[src/hdl/bmsirq_pkg.sv]
// ----------------------------------------------------------------------------
// bmsirq_pkg
// Shared types and constants for the bank mapper with scanline IRQ.
// ----------------------------------------------------------------------------
`timescale 1ns / 1ps

package bmsirq_pkg;

    localparam int ADDR_W = 16;
    localparam int DATA_W = 8;
    localparam int BANK_W = 8;
    localparam int NUM_BANKS = 8;
    localparam int BIDX_W = 3;

    // Item kinds on tuser
    typedef enum logic [1:0] {
        MODE_WRITE = 2'd0,
        MODE_TICK  = 2'd1,
        MODE_PRG   = 2'd2,
        MODE_CHR   = 2'd3
    } mode_t;

    // Register selected by address bits {14:13, 0} of a write at 0x8000 and up
    typedef enum logic [2:0] {
        WR_BANK_SEL    = 3'b000,
        WR_BANK_DATA   = 3'b001,
        WR_MIRROR      = 3'b010,
        WR_PROTECT     = 3'b011,
        WR_IRQ_LATCH   = 3'b100,
        WR_IRQ_RELOAD  = 3'b101,
        WR_IRQ_DISABLE = 3'b110,
        WR_IRQ_ENABLE  = 3'b111
    } wr_reg_t;

    // Configuration register index (word address bit 2)
    localparam logic CFG_REV_B_IRQ = 1'b0;

    // Bank select bits
    localparam int BS_PRG_SWAP = 6;
    localparam int BS_CHR_SWAP = 7;

    // Protect register value meaning enabled and writable
    localparam logic [1:0] PROT_RW = 2'b10;

    // Fixed PRG banks 0xFE/0xFF masked to 7 bits, less the slot bit
    localparam logic [BANK_W-2:0] PRG_FIXED_HI = 7'h3F;

    typedef logic [BANK_W-1:0] bank_t;

    localparam bank_t BANK_RESET [NUM_BANKS] = '{
        8'd0, 8'd2, 8'd4, 8'd5, 8'd6, 8'd7, 8'd0, 8'd1
    };

    typedef struct packed {
        mode_t              mode;
        logic [ADDR_W-1:0]  address;
        logic [DATA_W-1:0]  data;
    } item_t;

    typedef struct packed {
        logic       ram_writable;
        logic       ram_enabled;
        logic       mirror_horizontal;
        logic       irq_line;
        bank_t      bank;
    } result_t;

endpackage

[src/hdl/bmsirq_apb.sv]
// ----------------------------------------------------------------------------
// bmsirq_apb
// APB configuration register: IRQ revision select.
// ----------------------------------------------------------------------------
`timescale 1ns / 1ps

module bmsirq_apb (
    input  logic        aclk,
    input  logic        aresetn,
    input  logic        psel,
    input  logic        penable,
    input  logic        pwrite,
    input  logic [2:0]  paddr,
    input  logic [31:0] pwdata,
    output logic [31:0] prdata,
    output logic        pready,
    output logic        rev_b_irq
);
    import bmsirq_pkg::*;

    logic rev_b_reg;
    logic rev_b_next;
    logic wr_en;

    assign pready = 1'b1;
    assign wr_en  = psel && penable && pwrite && pready;

    always_comb begin
        rev_b_next = rev_b_reg;
        if (wr_en && paddr[2] == CFG_REV_B_IRQ) begin
            rev_b_next = pwdata[0];
        end
    end

    always_ff @(posedge aclk) begin
        if (!aresetn) begin
            rev_b_reg <= 1'b1;
        end else begin
            rev_b_reg <= rev_b_next;
        end
    end

    assign prdata    = (paddr[2] == CFG_REV_B_IRQ) ? {31'd0, rev_b_reg} : 32'd0;
    assign rev_b_irq = rev_b_reg;

endmodule

[src/hdl/bmsirq_core.sv]
// ----------------------------------------------------------------------------
// bmsirq_core
// Mapper state, write decode, scanline counter and bank lookup.
// ----------------------------------------------------------------------------
`timescale 1ns / 1ps

module bmsirq_core (
    input  logic                aclk,
    input  logic                aresetn,
    input  logic                fire,
    input  bmsirq_pkg::item_t   item,
    input  logic                rev_b_irq,
    output bmsirq_pkg::result_t result
);
    import bmsirq_pkg::*;

    bank_t              bank_regs_reg [NUM_BANKS];
    logic [7:0]         bank_select_reg, bank_select_next;
    logic               mirror_reg, mirror_next;
    logic [1:0]         protect_reg, protect_next;
    logic [7:0]         latch_reg, latch_next;
    logic [7:0]         counter_reg, counter_next;
    logic               reload_reg, reload_next;
    logic               irq_en_reg, irq_en_next;
    logic               irq_reg, irq_next;

    logic               bank_wr;
    wr_reg_t            wr_sel;
    logic [1:0]         prg_slot;
    logic [2:0]         chr_slot;
    logic [BIDX_W-1:0]  rd_idx;
    bank_t              rd_bank;
    bank_t              bank_out;

    assign wr_sel = wr_reg_t'({item.address[14:13], item.address[0]});

    always_comb begin
        bank_select_next = bank_select_reg;
        mirror_next      = mirror_reg;
        protect_next     = protect_reg;
        latch_next       = latch_reg;
        counter_next     = counter_reg;
        reload_next      = reload_reg;
        irq_en_next      = irq_en_reg;
        irq_next         = irq_reg;
        bank_wr          = 1'b0;

        case (item.mode)
            MODE_WRITE: begin
                if (item.address[15]) begin
                    case (wr_sel)
                        WR_BANK_SEL:    bank_select_next = item.data;
                        WR_BANK_DATA:   bank_wr = 1'b1;
                        WR_MIRROR:      mirror_next = item.data[0];
                        WR_PROTECT:     protect_next = item.data[7:6];
                        WR_IRQ_LATCH:   latch_next = item.data;
                        WR_IRQ_RELOAD: begin
                            counter_next = 8'd0;
                            reload_next  = 1'b1;
                        end
                        WR_IRQ_DISABLE: begin
                            irq_en_next = 1'b0;
                            irq_next    = 1'b0;
                        end
                        WR_IRQ_ENABLE:  irq_en_next = 1'b1;
                        default:        ;
                    endcase
                end
            end
            MODE_TICK: begin
                if (counter_reg == 8'd0 || reload_reg) begin
                    counter_next = latch_reg;
                    reload_next  = 1'b0;
                end else begin
                    counter_next = counter_reg - 8'd1;
                end
                // Revision A only fires on a decrement reaching zero
                if ((counter_reg != 8'd0 || rev_b_irq) && counter_next == 8'd0
                        && irq_en_reg) begin
                    irq_next = 1'b1;
                end
            end
            default: ;
        endcase
    end

    // Bank lookup: one register-file read, index chosen by lookup kind
    always_comb begin
        prg_slot = item.address[14:13];
        if (!prg_slot[0] && bank_select_reg[BS_PRG_SWAP]) begin
            prg_slot[1] = ~prg_slot[1];
        end
        chr_slot = item.address[12:10];
        if (bank_select_reg[BS_CHR_SWAP]) begin
            chr_slot[2] = ~chr_slot[2];
        end

        if (item.mode == MODE_PRG) begin
            rd_idx = {2'b11, prg_slot[0]};
        end else if (chr_slot[2]) begin
            rd_idx = chr_slot - 3'd2;
        end else begin
            rd_idx = {1'b0, chr_slot[2:1]};
        end
        rd_bank = bank_regs_reg[rd_idx];

        case (item.mode)
            MODE_PRG: begin
                if (prg_slot[1]) begin
                    bank_out = {1'b0, PRG_FIXED_HI[BANK_W-3:0], prg_slot[0]};
                end else begin
                    bank_out = {1'b0, rd_bank[BANK_W-2:0]};
                end
            end
            MODE_CHR: begin
                if (chr_slot[2]) begin
                    bank_out = rd_bank;
                end else begin
                    bank_out = {rd_bank[BANK_W-1:1], chr_slot[0]};
                end
            end
            default: bank_out = '0;
        endcase
    end

    always_ff @(posedge aclk) begin
        if (!aresetn) begin
            for (int i = 0; i < NUM_BANKS; i++) begin
                bank_regs_reg[i] <= BANK_RESET[i];
            end
            bank_select_reg <= '0;
            mirror_reg      <= 1'b0;
            protect_reg     <= '0;
            latch_reg       <= '0;
            counter_reg     <= '0;
            reload_reg      <= 1'b0;
            irq_en_reg      <= 1'b0;
            irq_reg         <= 1'b0;
        end else if (fire) begin
            if (bank_wr) begin
                bank_regs_reg[bank_select_reg[BIDX_W-1:0]] <= item.data;
            end
            bank_select_reg <= bank_select_next;
            mirror_reg      <= mirror_next;
            protect_reg     <= protect_next;
            latch_reg       <= latch_next;
            counter_reg     <= counter_next;
            reload_reg      <= reload_next;
            irq_en_reg      <= irq_en_next;
            irq_reg         <= irq_next;
        end
    end

    // Flags report the state after this word
    assign result.bank              = bank_out;
    assign result.irq_line          = irq_next;
    assign result.mirror_horizontal = mirror_next;
    assign result.ram_enabled       = protect_next[1];
    assign result.ram_writable      = (protect_next == PROT_RW);

endmodule

[src/hdl/bank_mapper_with_scanline_irq.sv]
// ----------------------------------------------------------------------------
// bank_mapper_with_scanline_irq
// Cartridge bank mapper with scanline-counted interrupt, streaming top level.
// ----------------------------------------------------------------------------
// Takes one word per clock and returns one word per input word, in order.
// Each word passes the input register, then decode, state update and
// bank lookup in one pass into the result register. State written by a word
// is seen by the very next word, so throughput is one word per cycle while
// m_tready is held high. Input word kinds on s_tuser: 0 CPU register write,
// 1 scanline tick, 2 PRG lookup, 3 CHR lookup. The result flags show the
// mapper state after the word has been applied; bank is 0 for writes and
// ticks. The only APB register, at address 0, bit 0, selects revision B IRQ
// behaviour (reset 1).
// ----------------------------------------------------------------------------
`timescale 1ns / 1ps

module bank_mapper_with_scanline_irq (
    input  logic        aclk,
    input  logic        aresetn,
    // APB configuration
    input  logic        psel,
    input  logic        penable,
    input  logic        pwrite,
    input  logic [2:0]  paddr,
    input  logic [31:0] pwdata,
    output logic [31:0] prdata,
    output logic        pready,
    // input words
    input  logic        s_tvalid,
    output logic        s_tready,
    input  logic [23:0] s_tdata,    // [15:0] address, [23:16] data
    input  logic [1:0]  s_tuser,    // [1:0] mode
    // result words
    output logic        m_tvalid,
    input  logic        m_tready,
    output logic [15:0] m_tdata     // [7:0] bank, [8] irq_line,
                                    // [9] mirror_horizontal, [10] ram_enabled,
                                    // [11] ram_writable, [15:12] zero
);
    import bmsirq_pkg::*;

    logic       in_valid_reg;
    item_t      in_item_reg;
    logic       out_valid_reg;
    result_t    out_data_reg;
    result_t    core_result;
    logic       rev_b_irq;
    logic       advance;
    logic       fire;

    assign advance  = !out_valid_reg || m_tready;
    assign s_tready = !in_valid_reg || advance;
    assign fire     = in_valid_reg && advance;

    bmsirq_apb u_apb (
        .aclk      (aclk),
        .aresetn   (aresetn),
        .psel      (psel),
        .penable   (penable),
        .pwrite    (pwrite),
        .paddr     (paddr),
        .pwdata    (pwdata),
        .prdata    (prdata),
        .pready    (pready),
        .rev_b_irq (rev_b_irq)
    );

    bmsirq_core u_core (
        .aclk      (aclk),
        .aresetn   (aresetn),
        .fire      (fire),
        .item      (in_item_reg),
        .rev_b_irq (rev_b_irq),
        .result    (core_result)
    );

    always_ff @(posedge aclk) begin
        if (!aresetn) begin
            in_valid_reg  <= 1'b0;
            out_valid_reg <= 1'b0;
        end else begin
            if (s_tready) begin
                in_valid_reg <= s_tvalid;
            end
            if (advance) begin
                out_valid_reg <= in_valid_reg;
            end
        end
    end

    always_ff @(posedge aclk) begin
        if (s_tvalid && s_tready) begin
            in_item_reg.mode    <= mode_t'(s_tuser);
            in_item_reg.address <= s_tdata[15:0];
            in_item_reg.data    <= s_tdata[23:16];
        end
        if (fire) begin
            out_data_reg <= core_result;
        end
    end

    assign m_tvalid = out_valid_reg;
    assign m_tdata  = {4'd0, out_data_reg};

endmodule
[config.mk]
export PLATFORM = sky130hd
export DESIGN_NAME = bank_mapper_with_scanline_irq
export DESIGN_NICKNAME = d
export VERILOG_FILES = /design/src/hdl/bmsirq_pkg.sv /design/src/hdl/bmsirq_apb.sv /design/src/hdl/bmsirq_core.sv /design/src/hdl/bank_mapper_with_scanline_irq.sv
export SDC_FILE = /design/constraint.sdc
export NUM_CORES = 1
export LEC_CHECK = 0
export BUFFER_PORTS_ARGS = -buffer_cell sky130_fd_sc_hd__buf_2
export CORE_UTILIZATION = 49
export CTS_CLUSTER_DIAMETER = 80
export CTS_CLUSTER_SIZE = 20
export DETAILED_ROUTE_END_ITERATION = 10
export PLACE_DENSITY = 0.76
export SLEW_MARGIN = 25
export SYNTH_ARGS = -nofsm -noshare
export SYNTH_HDL_FRONTEND = slang
export SYNTH_SLANG_ARGS = --single-unit
[constraint.sdc]
create_clock -name aclk -period 2.7 [get_ports aclk]
set_clock_uncertainty 0.2 [all_clocks]
set_input_delay 0.135 -clock aclk [delete_from_list [all_inputs] [get_ports aclk]]
set_output_delay 0.135 -clock aclk [all_outputs]
set_load 0.02 [all_outputs]
## After elaboration in Yosys (flattened, before gate mapping)

Memory sizes are Yosys's and may differ from the RTL's.
Cells that the tools add are included.

| word-level totals | value |
|---|---|
| bits in latches | 0 |
| bits of input ports | 68 |
| register bits after elaboration | 71 |
| bits in writable memories | 64 |
| ROM bits | 0 |
| memories kept | 1 |
| output and inout port bits | 51 |

Memory list:

| memory | depth | width | rd ports | clocked after Yosys merged registers in | wr ports | RTL line | text |
|---|---|---|---|---|---|---|---|
| u_core.bank_regs_reg | 8 | 8 | 1 | 0 | 8 | bmsirq_core.sv:17 | `bank_t bank_regs_reg [NUM_BANKS];` |

| cells by class | value |
|---|---|
| reduce and logical (&&, ||, !) cells | 28 |
| multiplexer cells | 39 |
| shift operators | 0 |
| add/subtract/negate cells | 2 |
| bitwise logic cells | 3 |
| eq/ne operators | 14 |
| divide/modulo/power cells | 0 |
| $mul | 0 |
| magnitude comparators | 0 |

Operator list:

| cell | number |
|---|---|
| 2-to-1 mux 8 bit | 5 |
| case mux 8 bit (2 select lines) | 2 |
| 2-to-1 mux 1 bit | 22 |
| logical NOT 8 bit | 2 |
| AND reduction 4 bit | 4 |
| == test 3 bit, second input constant | 4 |
| 2-to-1 mux 3 bit | 3 |
| logical AND 1 bit | 8 |
| nonzero test 8 bit | 1 |
| OR reduction 8 bit | 1 |
| subtractor 8 x 1 -> 8 bit, second input constant | 1 |
| 2-to-1 mux 7 bit | 1 |
| == test 2 bit, second input constant | 3 |
| == test 3 x 2 -> 1 bit, second input constant | 2 |
| 2-to-1 mux 2 bit | 3 |
| case mux 1 bit (2 select lines) | 3 |
| AND reduction 5 bit | 1 |
| logical OR 1 bit | 4 |
| inequality test 2 bit, second input constant | 2 |
| nonzero test 2 bit | 2 |
| == test 3 x 1 -> 1 bit, second input constant | 1 |
| logical NOT 1 bit | 3 |
| logical NOT 3 bit | 1 |
| NOT 1 bit | 3 |
| 4 further kinds | 4 |

## Logic depth before layout (Yosys ltp)

Gate-level depths: netlist of the first run.

| logic depth | value |
|---|---|
| depth after elaboration | 10 |
| depth in mapped cells | 8 |
| gate-level depth less buffers | 7 |

## Hierarchy

A second synthesis of the first run with hierarchy kept.

| unflattened totals | value |
|---|---|
| cell total of the unflattened synthesis | 582 |
| area, all modules | 6486.2 µm² |

Modules (own cells, without submodules):

| module | area each (µm²) | cells each | instances |
|---|---|---|---|
| bmsirq_core | 4887.2 | 490 | 1 |
| bank_mapper_with_scanline_irq | 1278.7 | 52 | 1 |
| bmsirq_apb | 320.3 | 40 | 1 |

## Worst setup path before layout of the first run

No wires, ideal clock.

| timing path | value |
|---|---|
| kind | register to register |
| from | register in_item_reg[24] in the netlist's numbering |
| to | memory u_core.bank_regs_reg[3][0] in the netlist's numbering (enable) |
| arrival time | 2.281 ns |
| slack | -0.165 ns |
| clock period less this slack | 2.865 ns |
| stages on the path, launching flop included | 7 |
| path through | edfxtp_1 clkbuf_1 or3b_2 nor3b_2 nand4_1 clkbuf_1 o21ai_0 |

RTL lines:

| item | RTL line | text |
|---|---|---|
| from (decl) | bank_mapper_with_scanline_irq.sv:43 | `item_t in_item_reg;` |
| to (decl) | bmsirq_core.sv:17 |  |

==> flow_summary.yaml, run 1 <==
outcome:
  status: "finished clean"
cts:
  clkSinkCount: 119
  htreeDepth: 4
  clk_pin_slew_ps: 60
  cts.path.max_buffers: 2
  clock_latency_ps: 410
  cts_buffers: 17
  clock-root-buffer: "clkbuf_16"
  cts_tree: "done"
timing:
  period_share_pct: 96.8
  fmax_ghz: 0.383
  hold_viol: 0
  post-route-min-period_ps: 2610
  max_slew.worst_pin.slew_ps: 876
  slew_violations: 0
  holdWs_ps: 231
  slew_headroom_pct: 41.6
  setup_violations: 0
global_routing:
  grt_pass1_vias: 3780
  grt_max_degree: 20
  gr-total-overflow: 0
  grt_pass1_wl_mm: 18.9
  antenna_found_initial: 0
  grt_util_all_layers_pct: 21.7
place:
  io_buffers: 40
  dp_hpwl_mm: 8.11
  place_congestion: 0.929
  placed_area_um2: 6010
setup_path:
  path_cells: "or3b_2 > nor3b_4 > nand4_1 > nor3_1 > nand2b_2"
  cp-start-kind: "register"
  critPathCaptureType: "register"
  rr_startpoint: "in_item_reg[25]$_DFFE_PP_"
  arrival_ps: 2520
  critPathMaxStageDelay_ps: 570
  reg2regPathDepth: 5
  ff2ff_setup_slack_ps: 90
  worstSetupPathType: "reg2reg"
  critPathRequiredTime_ps: 2600
  crit_slowest_cell: "or3b_2"
  crit_path_max_fanout: 7
  r2r_end: "u_core.bank_regs_reg[1][6]$_SDFFCE_PN0P_"
routing:
  drt-pass1-iter-count: 5
  wire_per_inst_um: 17.1
  drc: 0
  drtIter0Drc: 324
  wl_mm: 12.2
  ant_nets: 0
  via_count: 3901
  drt-vias-per-instance: 5.46
final_layout:
  largest_register_ffs: 60
  diodes: 0
  drive_above_1_share_pct: 20.3
  design_area_um2: 6900
  synthToLayoutAreaGrowth_pct: 21.6
  nNetsFinal: 631
floorplan:
  start_util_pct: 51.2
  die_x_um: 110
  die_y_um: 110
  ioPinCount: 119
  rows: 38
  dieArea_um2: 12000
  placeableCoreArea_um2: 11100
worst_hold_path:
  hold_depth: 2
  hold_start: "s_tuser[0]"
  hold_path_class: "in2reg"
  hold_end: "in_item_reg[24]$_DFFE_PP_"
synth:
  async_flop_share_pct: 0
  synth_edf_count: 89
  synth_top_cell_by_area: "edfxtp_1"
  ys_ff_latch: 119
  synth_flop_cell: "edfxtp_1"
  netlist_instances: 473
  synth.top_cell.area_share_pct: 47.1
  synth_commonest_cells: "89 x edfxtp_1, 53 x and2_1, 48 x nor2_1"
  avgSynthCellArea_um2: 12.0
  ys_top_cells_by_area: "edfxtp_1 47%, dfxtp_1 11%, and2_1 5.8%"
  synth_cell_types: 59
  synth_area_um2: 5670
  ys_seq_area_share_pct: 57.7
  yosysMostFrequentCell: "edfxtp_1"
  ys.warnings.count: 0
power_and_ir_drop:
  powerDensity_nw_per_um2: 675
  p_leak_nw: 2.78
  worst_ir_drop_vdd_v: 0.000407
run:
  cap_violations: 0
-- power breakdown --
group | total, mW | switching [mW] | leakage, nW | internal [mW]
logic | 0.348 | 0.206 | 1.37 | 0.142
clock network | 2.23 | 0.807 | 0.300 | 1.43
registers | 2.07 | 0.0474 | 1.11 | 2.03
total | 4.65 | 1.06 | 2.78 | 3.59
-- per-stage QoR --
step           power, mW  util [%]  cells  setup TNS (ps)  setup WS [ps]
4_1_cts             4.65      61.9    712               0           19.9
6_report            4.65      62.3    715               0           86.2
3_3_place_gp        2.41      54.3    656               0           66.1
5_1_grt             4.78      62.3    715            -106          -15.2
2_1_floorplan       2.34         -    507           -3210           -165
3_5_place_dp        2.42      54.3    656           -22.6          -3.35
-- per-layer routing --
layer	global-route usage [%]	vias up	part of all wire (%)
met5	0	-	0
met4	7.90	0	1.8
met3	5.45	24	5.5
met2	35.9	169	49
met1	27.7	1884	43
li1	-	1824	-
-- what timing repair did --
item | in CTS | in global routing
pin swaps | 0 | 1
hold buffers | 24 | 0
setup buffers | 0 | 3
resized for setup | 2 | 4
setup endpoints to repair | 15 | 49
hold endpoints to repair | 22 | 0
-- cells by family after synthesis --
family                   Yosys count  synth area share (%)
XOR/XNOR                           5                 0.904
multiplexers                      43                  9.73
adder cells (fa/ha/maj)            1                 0.221
buffers and inverters             66                  6.88
flip-flops                       119                  57.7
other                              2                 0.132
AND/OR/NAND/NOR                  175                  16.7
AO/OA/AOI/OAI                     62                  7.72
-- how the worst max path moves through the flow --
stage	slack, ps	cells after the start	to	from
finish	90	5	u_core.bank_regs_reg[1][6]$_SDFFCE_PN0P_	in_item_reg[25]$_DFFE_PP_
global route	-20	6	u_core.bank_regs_reg[3][0]$_SDFFCE_PN1P_	in_item_reg[25]$_DFFE_PP_
CTS	20	5	m_tdata[1]$_DFFE_PP_	in_item_reg[20]$_DFFE_PP_
detailed placement	-3	5	u_core.bank_regs_reg[1][1]$_SDFFCE_PN1P_	in_item_reg[25]$_DFFE_PP_
global placement	70	5	m_tdata[1]$_DFFE_PP_	in_item_reg[20]$_DFFE_PP_
floorplan	-170	6	u_core.bank_regs_reg[3][0]$_SDFFCE_PN1P_	in_item_reg[24]$_DFFE_PP_
-- area by class of cell --
cell class / instances / area [um2]
repair buffers: 92 / 663
clock inverters: 10 / 86.3
clock buffers: 22 / 508
flip-flops and latches: 119 / 3270
well taps: 140 / 175
fillers: 805 / 4180
multi-input cells: 322 / 2150
inverters: 10 / 37.5
-- worst max-delay path, delay by kind of cell (launching register included) --
kind          cells  cell delay [ps]
flops             1              500
simple gates      5             1600
-- cells in the final DEF, fill, tap and decap left out, types with 8 or more instances in the layout --
cell type and n:
and2_1 53, buf_4 27, nor2_1 46, conb_1 36, nand2b_1 8, o21ai_0 9, a21oi_1 16, nand2_1 19
dfxtp_1 30, or3_1 10, buf_2 40, inv_1 9, mux2i_1 30, edfxtp_1 89, dlygate4sd3_1 24, clkbuf_16 20
(Power assumes the default switching activity.)
==> run 2: changes to the inputs <==
--- a/config.mk
+++ b/config.mk
@@ -5,12 +5,13 @@
 export SDC_FILE = /design/constraint.sdc
 export NUM_CORES = 1
 export LEC_CHECK = 0
-export BUFFER_PORTS_ARGS = -buffer_cell sky130_fd_sc_hd__buf_2
-export CORE_UTILIZATION = 49
+export ABC_AREA = 1
+export BUFFER_PORTS_ARGS = -buffer_cell sky130_fd_sc_hd__buf_4
+export CORE_UTILIZATION = 50
 export CTS_CLUSTER_DIAMETER = 80
 export CTS_CLUSTER_SIZE = 20
 export DETAILED_ROUTE_END_ITERATION = 10
-export PLACE_DENSITY = 0.76
+export PLACE_DENSITY = 0.77
 export SLEW_MARGIN = 25
 export SYNTH_ARGS = -nofsm -noshare
 export SYNTH_HDL_FRONTEND = slang
==> flow_summary.yaml, run 2 <==
outcome:
  status: "finished clean"
final_layout:
  final_cell_mix: "152 x nand2_1, 91 x edfxtp_1, 87 x nor2_1"
  postLayoutCoreUtil_pct: 61.2
  fillers: 887
  diodes: 0
  drive_above_1_share_pct: 16.6
  largest_register_ffs: 62
  layoutNonFillerInstCount: 868
  final_common_cell: "nand2_1"
  synthToLayoutAreaGrowth_pct: 19.5
  nNetsFinal: 781
timing:
  max_slew.worst_pin.slew_ps: 720
  grt_setup_unrepaired: "false"
  setup_violations: 0
  post-route-min-period_ps: 2470
  hold_viol: 0
  period_share_pct: 91.6
  slew_violations: 0
  slew_headroom_pct: 52.0
  fmax_ghz: 0.404
  fin_setup_tns_ps: 0
synth:
  synth.top_cell.area_share_pct: 46.7
  synth_top_cell_by_area: "edfxtp_1"
  synth_edf_count: 91
  ys_ff_latch: 121
  async_flop_share_pct: 0
  synth_area_um2: 5850
  netlist_instances: 639
  synth_cell_types: 39
  ys.warnings.count: 0
  synth_commonest_cells: "152 x nand2_1, 91 x edfxtp_1, 87 x nor2_1"
  ys_top_cells_by_area: "edfxtp_1 47%, dfxtp_1 10%, nand2_1 9.8%"
  synth_flop_cell: "edfxtp_1"
  yosysMostFrequentCell: "nand2_1"
  ys_seq_area_share_pct: 57.0
  avgSynthCellArea_um2: 9.15
place:
  place_congestion: 0.936
  io_buffers: 40
  dp_cells: 812
  dp_hpwl_mm: 8.70
routing:
  wl_met3_mm: 1.23
  wl_mm: 13.4
  drt-pass1-iter-count: 6
  drt-vias-per-instance: 5.39
  wl_met1_mm: 5.06
  drc: 0
  drtIter0Drc: 589
  wire_per_inst_um: 15.4
  wl_met2_mm: 6.71
  ant_nets: 0
  top_layer_used: "met4"
  via_count: 4676
global_routing:
  grt_pass1_wl_mm: 21.1
  antenna_found_initial: 0
  grt_pass1_vias: 4413
  grt_max_degree: 27
  gr-total-overflow: 0
  grt_util_all_layers_pct: 23.6
setup_path:
  crit_start: "in_item_reg[25]$_DFFE_PP_"
  arrival_ps: 2340
  worst-path-buf-inv: 3
  worstSetupPathType: "reg2reg"
  cp_top_family: "simple AND/OR/NAND/NOR gates"
  critPathRequiredTime_ps: 2560
  crit_slowest_cell: "edfxtp_1"
  path_cells: "nor2_4 > nand3_2 > nor4_2 > inv_2 > nor2_4 > inv_2 > nor2_4 > inv_2 > nand2_1"
  critPathCaptureType: "register"
  rr_startpoint: "in_item_reg[25]$_DFFE_PP_"
  crit_path_max_fanout: 8
  critPathMaxStageDelay_ps: 520
  cp-start-kind: "register"
cts:
  cts_buffers: 17
  cts_tree: "done"
  cts_resized: 0
  clock_latency_ps: 410
  clkSinkCount: 121
  htreeDepth: 4
  clk_pin_slew_ps: 60
  clock-root-buffer: "clkbuf_16"
  cts.path.max_buffers: 2
floorplan:
  rows: 39
  placeableCoreArea_um2: 11400
  die_x_um: 110
  die_y_um: 110
  ioPinCount: 119
  dieArea_um2: 12100
  start_util_pct: 51.2
power_and_ir_drop:
  finalPower_mw: 4.83
  powerDensity_nw_per_um2: 692
  worst_ir_drop_vdd_v: 0.000456
  p_leak_nw: 2.95
worst_hold_path:
  hold_start: "s_tdata[16]"
  hold_path_class: "in2reg"
run:
  cap_violations: 0
-- run 2: cell type report --
| type | instances | area (um2) | share of cell area (%) |
|---|---|---|---|
| Clock buffer | 17 | 425 | 6.09 |
| Clock inverter | 15 | 176 | 2.53 |
| Inverter | 80 | 303 | 4.33 |
| Multi-Input combinational cell | 422 | 1970 | 28.2 |
| Sequential cell | 121 | 3330 | 47.7 |
| Tap cell | 143 | 179 | 2.56 |
| Timing Repair Buffer | 70 | 598 | 8.56 |
-- run 2: per-layer routing --
metal | up-vias | track usage [%]
met5 | - | 0
met4 | 0 | 9.02
met3 | 39 | 6.53
met2 | 282 | 40.2
met1 | 2176 | 28.6
li1 | 2179 | -
-- run 2: where the power goes --
| group | switching, mW | internal [mW] | leakage, nW | total (mW) |
|---|---|---|---|---|
| Combinational | 0.295 | 0.133 | 1.52 | 0.428 |
| Sequential | 0.0291 | 2.06 | 1.13 | 2.09 |
| Clock | 0.862 | 1.45 | 0.291 | 2.31 |
| Total | 1.19 | 3.65 | 2.95 | 4.83 |
-- run 2: stage by stage --
stage	area [um2]	hold WS [ps]	setup WS, ps
after detailed placement	6140	114	288
after global placement	6140	114	358
after CTS	6990	234	273
final	6990	236	227
after floorplan	5980	33.9	542
after global routing	6990	241	86.1
-- run 2: logic make-up (layout without fill, tap and decap cells) --
| group | Yosys count | count (layout) | synth area share, % |
|---|---|---|---|
| xor gates and xnor gates | 2 | 2 | 0.300 |
| buffers and inverters | 130 | 182 | 11.5 |
| and+or+nand+nor | 319 | 319 | 24.1 |
| DFF | 121 | 121 | 57.0 |
| AOI/OAI and AO/OA | 63 | 63 | 6.59 |
| other | 2 | 36 | 0.128 |
| muxes | 1 | 1 | 0.171 |
| adders and majority gates | 1 | 1 | 0.214 |
-- run 2: path summary, 6_finish.rpt --
path,to,slack (ps),cells past startpoint
worst max-delay path,u_core.bank_regs_reg[4][4]$_SDFFCE_PN0P_,230,9
worst min-delay path,in_item_reg[0]$_DFFE_PP_,240,2
worst max register to register,u_core.bank_regs_reg[4][4]$_SDFFCE_PN0P_,230,9
worst min register to register,u_core.counter_reg[0]$_SDFFE_PN0P_,280,2
-- run 2: repair_timing --
action | CTS | global route
endpoints found under the hold margin | 28 | 0
endpoints found under the setup margin | 0 | 0
buffers inserted | 0 | 0
hold buffers | 24 | 0
-- run 2: worst register-to-register path, stage by stage, from the launching register on --
cell	delay, ps
edfxtp_1	520
nor2_4	190
nand3_2	140
nor4_2	220
inv_2	110
nor2_4	130
inv_2	70
nor2_4	120
inv_2	100
nand2_1	330
==> run 3: changes to the inputs <==
--- a/config.mk
+++ b/config.mk
@@ -7,11 +7,13 @@
 export LEC_CHECK = 0
 export ABC_AREA = 1
 export BUFFER_PORTS_ARGS = -buffer_cell sky130_fd_sc_hd__buf_4
-export CORE_UTILIZATION = 50
+export CELL_PAD_IN_SITES_DETAIL_PLACEMENT = 0
+export CELL_PAD_IN_SITES_GLOBAL_PLACEMENT = 2
+export CORE_UTILIZATION = 33
 export CTS_CLUSTER_DIAMETER = 80
 export CTS_CLUSTER_SIZE = 20
 export DETAILED_ROUTE_END_ITERATION = 10
-export PLACE_DENSITY = 0.77
+export PLACE_DENSITY_LB_ADDON = 0.1
 export SLEW_MARGIN = 25
 export SYNTH_ARGS = -nofsm -noshare
 export SYNTH_HDL_FRONTEND = slang
==> constraint.sdc (replaced) <==
create_clock -name aclk -period 2.5 [get_ports aclk]
set_clock_uncertainty 0.2 [all_clocks]
set_input_delay 0.125 -clock aclk [delete_from_list [all_inputs] [get_ports aclk]]
set_output_delay 0.125 -clock aclk [all_outputs]
set_load 0.02 [all_outputs]
==> flow_summary.yaml, run 3 (synthesis gave the netlist of run 2 again) <==
run:
  cap_violations: 0
setup_path:
  worst-path-buf-inv: 3
  cp_common_cell: "inv_2"
  endpoint: "u_core.bank_regs_reg[7][4]$_SDFFCE_PN0P_"
  r2r_end: "u_core.bank_regs_reg[7][4]$_SDFFCE_PN0P_"
  crit_slowest_cell: "edfxtp_1"
  worst-path-stages: 9
  crit_start: "in_item_reg[25]$_DFFE_PP_"
  arrival_ps: 2230
  critPathRequiredTime_ps: 2380
  worstSetupPathType: "reg2reg"
  cp-start-kind: "register"
  rr_startpoint: "in_item_reg[25]$_DFFE_PP_"
  crit_path_max_fanout: 8
  ff2ff_setup_slack_ps: 160
  critPathCaptureType: "register"
  cp_top_family: "simple AND/OR/NAND/NOR gates"
  path_cells: "nor2_4 > nand3_2 > nor4_2 > inv_2 > nor2_4 > inv_2 > nor2_2 > inv_2 > nand2_1"
  critPathMaxStageDelay_ps: 490
  reg2regPathDepth: 9
final_layout:
  postLayoutCoreUtil_pct: 41.3
  layoutNonFillerInstCount: 968
  drive_above_1_share_pct: 18.0
  final_cell_mix: "149 x nand2_1, 91 x edfxtp_1, 87 x nor2_1"
  regArea_um2: 3330
  diodes: 0
  final_common_cell: "nand2_1"
  fillers: 1751
  nNetsFinal: 799
  synthToLayoutAreaGrowth_pct: 22.3
  multi_input_area_um2: 1980
  largest_register_ffs: 62
global_routing:
  grt_max_degree: 22
  antenna_found_initial: 0
  gr-total-overflow: 0
  grt_pass1_vias: 4091
  grt_pass1_wl_mm: 22.5
  grt_util_all_layers_pct: 17.1
timing:
  period_share_pct: 93.8
  hold_viol: 0
  fmax_ghz: 0.427
  max_slew.worst_pin.slew_ps: 619
  slew_violations: 0
  post-route-min-period_ps: 2340
  grt_setup_unrepaired: "false"
  setup_violations: 0
  fin_setup_tns_ps: 0
  slew_headroom_pct: 58.5
cts:
  clkSinkCount: 121
  cts_tree: "done"
  clock-root-buffer: "clkbuf_16"
  htreeDepth: 4
  cts.path.max_buffers: 2
  cts_setup_buffers: 0
  clock_latency_ps: 420
  clk_pin_slew_ps: 50
  cts_buffers: 17
routing:
  drt-vias-per-instance: 4.47
  wl_mm: 14.6
  drt-pass1-iter-count: 4
  wire_per_inst_um: 15.0
  ant_nets: 0
  drtIter0Drc: 303
  drc: 0
  via_count: 4326
power_and_ir_drop:
  p_seq_share_pct: 45.7
  swShare_pct: 24.5
  worst_ir_drop_vdd_v: 0.000458
  p_int_mw: 3.73
  powerDensity_nw_per_um2: 690
  clock_power_share_pct: 44.2
  pwr-share-comb_pct: 10.1
  netSwitchingPower_mw: 1.21
  p_leak_nw: 2.99
floorplan:
  ioPinCount: 119
  die_y_um: 135
  rows: 48
  dieArea_um2: 18300
  placeableCoreArea_um2: 17300
  die_x_um: 135
  start_util_pct: 33.8
worst_hold_path:
  hold_path_class: "in2reg"
place:
  dp_hpwl_mm: 10.3
  io_buffers: 40
  dp_cells: 912
  place_congestion: 0.793
outcome:
  status: "finished clean"
==> run 3: cell types whose count changed in the layout (fill, tap and decap cells not counted) <==
cell       delta
buf_4        +18
bufinv_16     -2
clkbuf_1      +3
clkinv_1      +4
clkinv_2      +1
clkinv_4      -4
inv_6         -2
nand2_1       -3
nand2_2       +3
==> run 3: final cells by class <==
class / instances / area share (%)
Inverter: 80 / 4.23
Timing Repair Buffer: 88 / 10.3
Clock buffer: 20 / 6.11
Sequential cell: 121 / 46.6
Tap cell: 225 / 3.94
Multi-Input combinational cell: 422 / 27.7
Clock inverter: 12 / 1.17
==> run 3: worst min path at each step <==
stage,start,to,slack (ps),depth (start not counted)
2_1_floorplan,s_tdata[16],in_item_reg[0]$_DFFE_PP_,20,0
3_3_place_gp,s_tdata[19],in_item_reg[3]$_DFFE_PP_,100,1
3_5_place_dp,s_tdata[19],in_item_reg[3]$_DFFE_PP_,100,1
4_1_cts,aresetn,m_tvalid$_SDFFE_PN0P_,6,4
5_1_grt,aresetn,u_core.counter_reg[4]$_SDFFE_PN0P_,30,4
6_report,aresetn,m_tvalid$_SDFFE_PN0P_,30,4
==> run 3: per-layer routing <==
layer / vias to the layer above / GRT usage, % / wire length (um)
met4: 0 / 5.43 / 117
li1: 2219 / - / -
met1: 1999 / 23.8 / 7290
met5: - / 0 / 0
met3: 9 / 4.43 / 483
met2: 99 / 25.7 / 6660
==> run 3: power by group through the flow <==
stage / clock (mW) / sequential (mW) / combinational (mW)
4_1_cts: 2.25 / 2.26 / 0.500
5_1_grt: 2.32 / 2.26 / 0.550
3_3_place_gp: 0 / 2.30 / 0.472
2_1_floorplan: 0 / 2.31 / 0.324
3_5_place_dp: 0 / 2.30 / 0.471
6_report: 2.18 / 2.26 / 0.497
==> run 3: repair_timing <==
item | CTS | global route
endpoints found under the setup margin | 0 | 24
gates resized for setup | 0 | 3
hold buffers | 24 | 0
endpoints found under the hold margin | 20 | 0
==> run 3: tightest hold or removal path: stages <==
cell and delay (ps):
buf_4 90, inv_2 40, buf_4 210, a21oi_1 130
==> run 3: per-stage QoR <==
stage | total power, mW | hold WS, ps | cell area [um2] | worst slack [ps]
final | 4.94 | 29.5 | 7150 | 156
after global placement | 2.77 | 103 | 6380 | 115
after detailed placement | 2.77 | 104 | 6380 | 104
after floorplan | 2.63 | 23.9 | 5980 | 342
after global routing | 5.14 | 26.5 | 7150 | 19.6
after CTS | 5.01 | 6.15 | 7140 | 90.6
